$ cat src/rtl/tfe_pkg.sv
// Package for the texel format expander: format codes, sizes and widening functions.
package tfe_pkg;

   localparam int unsigned PAL_DEPTH = 256;
   localparam int unsigned PAL_WIDTH = 24;
   localparam int unsigned PAL_ADDR_W = 8;

   localparam logic [3:0] FMT_RGB332   = 4'd0;
   localparam logic [3:0] FMT_A8       = 4'd1;
   localparam logic [3:0] FMT_I8       = 4'd2;
   localparam logic [3:0] FMT_AI44     = 4'd3;
   localparam logic [3:0] FMT_P8       = 4'd4;
   localparam logic [3:0] FMT_ARGB8332 = 4'd5;
   localparam logic [3:0] FMT_RGB565   = 4'd6;
   localparam logic [3:0] FMT_ARGB1555 = 4'd7;
   localparam logic [3:0] FMT_ARGB4444 = 4'd8;
   localparam logic [3:0] FMT_AI88     = 4'd9;
   localparam logic [3:0] FMT_AP88     = 4'd10;
   localparam logic [3:0] FMT_ARGB8888 = 4'd11;
   localparam logic [3:0] FMT_RGB888   = 4'd12;

   localparam logic CMD_CONVERT   = 1'b0;
   localparam logic CMD_PAL_WRITE = 1'b1;

   localparam logic [2:0] REG_PIXEL_FORMAT = 3'd0;

   // widen a narrow channel to 8 bits by repeating it from the top
   function automatic logic [7:0] widen1(input logic v);
      widen1 = {8{v}};
   endfunction

   function automatic logic [7:0] widen2(input logic [1:0] v);
      widen2 = {v, v, v, v};
   endfunction

   function automatic logic [7:0] widen3(input logic [2:0] v);
      widen3 = {v, v, v[2:1]};
   endfunction

   function automatic logic [7:0] widen4(input logic [3:0] v);
      widen4 = {v, v};
   endfunction

   function automatic logic [7:0] widen5(input logic [4:0] v);
      widen5 = {v, v[4:2]};
   endfunction

   function automatic logic [7:0] widen6(input logic [5:0] v);
      widen6 = {v, v[5:4]};
   endfunction

   function automatic logic fmt_valid(input logic [3:0] f);
      fmt_valid = (f <= FMT_RGB888);
   endfunction

endpackage

$ cat src/rtl/tfe_expand.sv
// Format decode: widens one texel (or palette color) to ARGB8888.
module tfe_expand import tfe_pkg::*; (
   input  logic [3:0]           pixel_format,
   input  logic [31:0]          texel_word,
   input  logic [PAL_WIDTH-1:0] pal_color,
   output logic [31:0]          argb_out
);

   logic [7:0] b8;
   logic [7:0] h8;

   assign b8 = texel_word[7:0];
   assign h8 = texel_word[15:8];

   always_comb begin
      case (pixel_format)
         FMT_RGB332: begin
            argb_out = {8'hFF, widen3(b8[7:5]), widen3(b8[4:2]), widen2(b8[1:0])};
         end
         FMT_A8: begin
            argb_out = {b8, 24'hFF_FFFF};
         end
         FMT_I8: begin
            argb_out = {8'hFF, b8, b8, b8};
         end
         FMT_AI44: begin
            argb_out = {widen4(b8[7:4]), widen4(b8[3:0]), widen4(b8[3:0]),
                        widen4(b8[3:0])};
         end
         FMT_P8: begin
            argb_out = {8'hFF, pal_color};
         end
         FMT_ARGB8332: begin
            argb_out = {h8, widen3(b8[7:5]), widen3(b8[4:2]), widen2(b8[1:0])};
         end
         FMT_RGB565: begin
            argb_out = {8'hFF, widen5(texel_word[15:11]), widen6(texel_word[10:5]),
                        widen5(texel_word[4:0])};
         end
         FMT_ARGB1555: begin
            argb_out = {widen1(texel_word[15]), widen5(texel_word[14:10]),
                        widen5(texel_word[9:5]), widen5(texel_word[4:0])};
         end
         FMT_ARGB4444: begin
            argb_out = {widen4(texel_word[15:12]), widen4(texel_word[11:8]),
                        widen4(texel_word[7:4]), widen4(texel_word[3:0])};
         end
         FMT_AI88: begin
            argb_out = {h8, b8, b8, b8};
         end
         FMT_AP88: begin
            argb_out = {h8, pal_color};
         end
         FMT_ARGB8888: begin
            argb_out = texel_word;
         end
         FMT_RGB888: begin
            argb_out = {8'hFF, texel_word[23:0]};
         end
         default: begin
            argb_out = '0;
         end
      endcase
   end

endmodule

$ cat config.mk
export PLATFORM = sky130hd
export DESIGN_NAME = tfe_expand
export DESIGN_NICKNAME = d
export VERILOG_FILES = /design/src/rtl/tfe_pkg.sv /design/src/rtl/tfe_expand.sv
export SDC_FILE = /design/constraint.sdc
export NUM_CORES = 1
export LEC_CHECK = 0
export BUFFER_PORTS_ARGS = -buffer_cell sky130_fd_sc_hd__buf_2
export CAP_MARGIN = 0
export CORE_UTILIZATION = 34
export DETAILED_ROUTE_END_ITERATION = 7
export GPL_ROUTABILITY_DRIVEN = 0
export GPL_TIMING_DRIVEN = 0
export SLEW_MARGIN = 10
export SYNTH_ARGS = -nofsm -noshare
export SYNTH_HDL_FRONTEND = slang
export SYNTH_SLANG_ARGS = --single-unit
$ cat constraint.sdc
create_clock -name vclk -period 1.3
set_input_delay 0.065 -clock vclk [all_inputs]
set_output_delay 0.065 -clock vclk [all_outputs]
set_load 0.03 [all_outputs]
### Yosys cells after proc, flatten, opt, wreduce, memory -nomap -nowiden

Index checks and enable logic that the tools add are counted.

* bits in registers: 0
* word-level logic and storage cells: 14
* input bits: 60
* output and inout port bits: 32

* reductions and logical operators: 1
* mux-type cells: 1
* equal/unequal tests: 12

Operators with widths (number)
* $pmux 32 s13: 1
* $eq 4x4->1 const B: 5
* $eq 4x3->1 const B: 4
* $eq 4x2->1 const B: 2
* $eq 4x1->1 const B: 1
* $logic_not 4->1: 1

### Logic depth before layout (Yosys ltp)

Gate-level depths: netlist of run 1.

* depth in word-level cells: 2
* mapped depth: 8
* depth with buffers taken out: 4

### Least setup slack after synthesis of run 1

No wires, ideal clock.

* kind: input port to output port
* start: in pixel_format[0]
* end: out argb_out[4]
* path buffers: 3
* required time: 1.235 ns
* arrival time: 2.039 ns
* stages: 7
* slack: -0.804 ns
* cell sequence: buf_2 buf_4 buf_2 nor2_1 o21ai_0 o21ai_0 o311ai_0

* word-level cells in the longest chain between the ends: 2
* elaborated cells on any way between the ends: 14
* those cells by class: eq/ne: 12; mux: 1; reduce/logical: 1

RTL lines
* start: declaration: RTL line tfe_expand.sv:3 `input logic [3:0] pixel_format,`
* $eq 4x4->1, or another cell as far along: RTL line tfe_expand.sv:16 `case (pixel_format)`
* $pmux 32 s13 *: RTL line tfe_expand.sv:16
* end: declaration: RTL line tfe_expand.sv:6 `output logic [31:0] argb_out`

Every way passes the cells marked *; elsewhere a longest branch is shown, timed or not.

### Worst setup path in the final report of run 1

* start: in pixel_format[2]
* end: out argb_out[6]

The elaborated chain is that of the path after synthesis.

==> results of run 1 <==
[layout make-up]
type / count / area (sq um) / area share (%)
repair buffers: 136 / 1240 / 27.8
multi-input cells: 291 / 2630 / 58.9
well taps: 75 / 93.8 / 2.10
inverters: 6 / 35.0 / 0.785
plain buffers: 36 / 462 / 10.4
[metrics by stage]
step	power (uW)	setup WS (ps)	cell area [sq um]	util (%)	hold WS, ps
6_report	2170	-273	4460	74.0	466
5_1_grt	2220	-299	4460	74.0	492
4_1_cts	1880	-212	3960	65.7	456
3_5_place_dp	1420	-602	2960	49.1	520
3_3_place_gp	1420	-544	2960	49.1	511
2_1_floorplan	975	-85.9	2430	-	329
[routing by layer]
metal / track usage (%) / vias up / share of wire, % / wire length (um)
met5: 0 / - / 0 / 0
met4: 26.1 / 0 / 8.8 / 1330
met3: 13.1 / 177 / 15 / 2240
met2: 62.5 / 469 / 42 / 6370
met1: 48.6 / 1817 / 34 / 5160
li1: - / 1595 / - / -
[what timing repair did]
| action | CTS | global route |
|---|---|---|
| hold buffers | 0 | 0 |
| gates resized for setup | 200 | 70 |
| endpoints found under the setup margin | 32 | 32 |
| setup buffers | 26 | 13 |
| pin swaps | 45 | 41 |
| cloned | 5 | 6 |
[final timing paths]
path / start / endpoint / slack (ps) / depth (start not counted)
setup / recovery: pixel_format[2] / argb_out[6] / -270 / 7
hold / removal: pal_color[22] / argb_out[22] / 470 / 4
[cell usage in the layout (no fill, tap or decap), types with 4 or more instances in the layout]
| cell | count |
|---|---|
| a21oi_1 | 17 |
| a21oi_4 | 4 |
| a221o_1 | 4 |
| a221oi_2 | 6 |
| a22o_1 | 12 |
| a22oi_2 | 11 |
| a32oi_1 | 5 |
| and3_1 | 5 |
| buf_12 | 12 |
| buf_2 | 57 |
| buf_4 | 28 |
| buf_6 | 46 |
| buf_8 | 11 |
| clkbuf_16 | 7 |
| clkbuf_2 | 5 |
| mux2i_1 | 11 |
| nand2_1 | 26 |
| nand2_2 | 10 |
| nand2b_1 | 9 |
| nand3_1 | 13 |
| nor2_1 | 10 |
| nor2b_1 | 6 |
| nor2b_4 | 6 |
| o21ai_0 | 7 |
| o21ai_1 | 7 |
| o2bb2ai_1 | 7 |
[report_power, final]
part           total [uW]  internal (uW)  switching [uW]
Clock                   0              0               0
Combinational        2170            975            1190
Sequential              0              0               0
Total                2170            975            1190
[logic make-up (layout without fill, tap and decap cells)]
group	count (synthesis)	count (layout)	synth area share (%)
compound gates	143	143	49.3
xor+xnor	2	2	1.15
simple gates	130	130	32.4
buf+inv	45	178	9.56
mux	16	16	7.54
==> out/results.txt, run 1 <==
CP Launch Type: input port
Die W: 82.0 um
DRT Pass-1 Iters: 8
Initial DRC Count: 807
Final critical-path share of the clock period: 121%
Bufs and invs on worst path: 3
Final Setup Violations: 32
Status: finished, violations left
FILL cells: 425
Cell family with most CP delay: simple AND/OR/NAND/NOR gates
Vias: 4058
First-pass GRT wire length: 20400 um
# DRC: 40
VDD IR max: 291 uV
Cell area after synthesis: 0.00217 sq mm
CLK BUF: 0
Final antenna-violating net count: 0
Slew headroom: 55.5%
Fmax: 636 MHz
Most common cell in the netlist: nand2_1
IO Pins: 92
Vias in the first global route: 3772
Rows: 28
Largest net degree at the start of global routing: 11
Area grow syn2layout: 105%
Final WL: 15100 um
RSZ-0062 raised after global routing: true
Synth Area per Inst: 6.47 sq um
Share of layout cells above drive strength 1: 60.1%
Most frequent cells after synthesis: nand2_1 (38), a21oi_1 (23), buf_2 (19)
CP peak stage delay: 440 ps
Ranking of synthesized cells by area: nand2_1 (6.6%), mux2i_1 (6.0%), a21oi_1 (5.3%)
Failing checks: design-rule violations, negative setup slack
Post-synth top area share: 6.56%
Worst Setup Path Type: input port to primary output
Minimum clock period: 1570 ps
Final Hold Vio Count: 0
Seq_cells: 0
Worst-path maximum fanout: 10
Biggest area consumer among synthesized cells: nand2_1
Syn_nets: 396
PnR worst setup slack: -273 ps
Placed Instances: 498
# diodes: 0
Synthesis warning total: 0
Crit. End Element: primary output
Chip Height: 82.0 um
Type of the most critical hold path: input port to primary output
Post-DP HPWL: 8620 um
Grt ovf: 0
Slew of the pin with the lowest slew margin: 668 ps
Worst path arrival time: 1510 ps
Initial antenna violation count: 0
CP max-delay cell: or4_4
Mapped Cells: 336
Die Area: 0.00672 sq mm
Setup Total Neg Slack: -4760 ps
Via/cell ratio: 7.46
Fin cells: 544
Critical Path RT: 1240 ps
Max-Cap Viols: 0
Critical path cell sequence: buf_12, buf_4, xnor2_4, a32oi_1, o21ai_1, or4_4, buf_6
Routed len/inst: 27.8 um
Core ar.: 0.00603 sq mm
Yosys cell types: 61
Sequential area share after synthesis: 0%
FF/Latch Area: 0 sq um
Port bufs: 87
Total Routing Usage GR: 40.8%
Power per cell area: 486 mW/mm^2
Leak: 0.00189 uW
Final Slew Violations: 0
Initial Util: 36.1%
Final #Nets: 531
Power figures use the tool's default switching activity.
==> run 2, diff against run 1 <==
==> constraint.sdc (replaced) <==
create_clock -name vclk -period 1.3
set_input_delay 0.26 -clock vclk [all_inputs]
set_output_delay 0.26 -clock vclk [all_outputs]
set_load 0.03 [all_outputs]
==> out/results.txt, run 2 (synthesis gave the netlist of run 1 again) <==
Final Slew Violations: 0
Final critical-path share of the clock period: 152%
Bufs and invs on worst path: 5
Post-Route Utilization: 76.6%
# diodes: 0
Worst path arrival time: 1710 ps
Final #Nets: 544
Routed len/inst: 27.5 um
Seq_cells: 0
Final antenna-violating net count: 0
Switch share: 54.5%
# DRC: 0
Grt ovf: 0
Commonest non-fill, non-tap cell in the layout: buf_2
Final WL: 15300 um
FILL cells: 425
Crit path depth: 9
Initial DRC Count: 729
Core ar.: 0.00603 sq mm
CP Launch Type: input port
CP peak stage delay: 300 ps
Die Area: 0.00672 sq mm
Worst hold stages: 4
Comb power frac: 100.0%
Power per cell area: 486 mW/mm^2
Share of total power in the clock network: 0%
Leak: 0.00197 uW
Chip Height: 82.0 um
Crit. End Element: primary output
Port bufs: 87
CP max-delay cell: a222oi_1
PnR worst setup slack: -673 ps
Critical path cell sequence: buf_12, buf_12, buf_6, nor4b_4, buf_4, a21o_4, a222oi_1, nand4b_1, buf_6
RSZ-0062 raised after global routing: true
Total Routing Usage GR: 41.3%
Critical Path RT: 1040 ps
Seq pwr share: 0%
Type of the most critical hold path: input port to primary output
Slew of the pin with the lowest slew margin: 658 ps
Cell internal pwr: 1020 uW
IO Pins: 92
VDD IR max: 362 uV
Failing checks: negative setup slack
Vias: 4085
Largest net degree at the start of global routing: 11
Fmax: 507 MHz
First-pass GRT wire length: 20500 um
Worst Setup Path Type: input port to primary output
Via/cell ratio: 7.33
Rows: 28
Slew headroom: 55.9%
FF/Latch Area: 0 sq um
Most frequent cells in the layout: buf_2 (54), buf_4 (47), buf_6 (43)
Share of layout cells above drive strength 1: 64.5%
Max-Cap Viols: 0
Final Hold Vio Count: 0
Initial antenna violation count: 0
DRT Pass-1 Iters: 8
Cell family with most CP delay: buffers and inverters
Sw Pwr: 1220 uW
Setup Total Neg Slack: -17240 ps
Vias in the first global route: 3680
Final Setup Violations: 32
Status: finished, violations left
Initial Util: 36.1%
CLK BUF: 0
Worst-path maximum fanout: 8
Minimum clock period: 1970 ps
Die W: 82.0 um
Worst hold slack: 862 ps
Area grow syn2layout: 112%
Post-DP HPWL: 9110 um
run 2: area by class of cell:
type	instances	area, sq um	area share [%]
Inverter	6	37.5	0.813
Buffer	37	494	10.7
Tap cell	75	93.8	2.03
Multi-Input combinational cell	291	2700	58.4
Timing Repair Buffer	148	1290	28.0
run 2: power by group through the flow:
stage | Sequential [uW] | Clock (uW) | Combinational [uW]
5_1_grt | 0 | 0 | 2300
3_5_place_dp | 0 | 0 | 1570
6_report | 0 | 0 | 2240
4_1_cts | 0 | 0 | 1980
3_3_place_gp | 0 | 0 | 1570
2_1_floorplan | 0 | 0 | 1100
run 2: repair_timing:
item                                    CTS  global route
buffers inserted                         30            26
gates cloned                              5             2
resized for setup                       160            55
hold buffers                              0             0
pin swaps                                35            37
endpoints found under the setup margin   32            32
run 2: metal layers:
layer	global-route usage (%)	vias up	share of wire, %
met4	26.0	0	7.4
met1	53.4	1871	36
li1	-	1631	-
met5	0	-	0
met3	6.78	142	15
met2	63.0	441	42
run 2: through the flow:
stage	setup slack (ps)	cells	total power (uW)	cell area [sq um]
global route	-680	557	2300	4620
floorplan	-473	336	1100	2740
global placement	-977	498	1570	3270
CTS	-570	530	1980	4160
finish	-673	557	2240	4620
detailed placement	-942	498	1570	3270
run 2: final timing paths:
check,startpoint,slack (ps),end
worst min-delay path,pal_color[16],860,argb_out[16]
worst max-delay path,pixel_format[0],-670,argb_out[15]
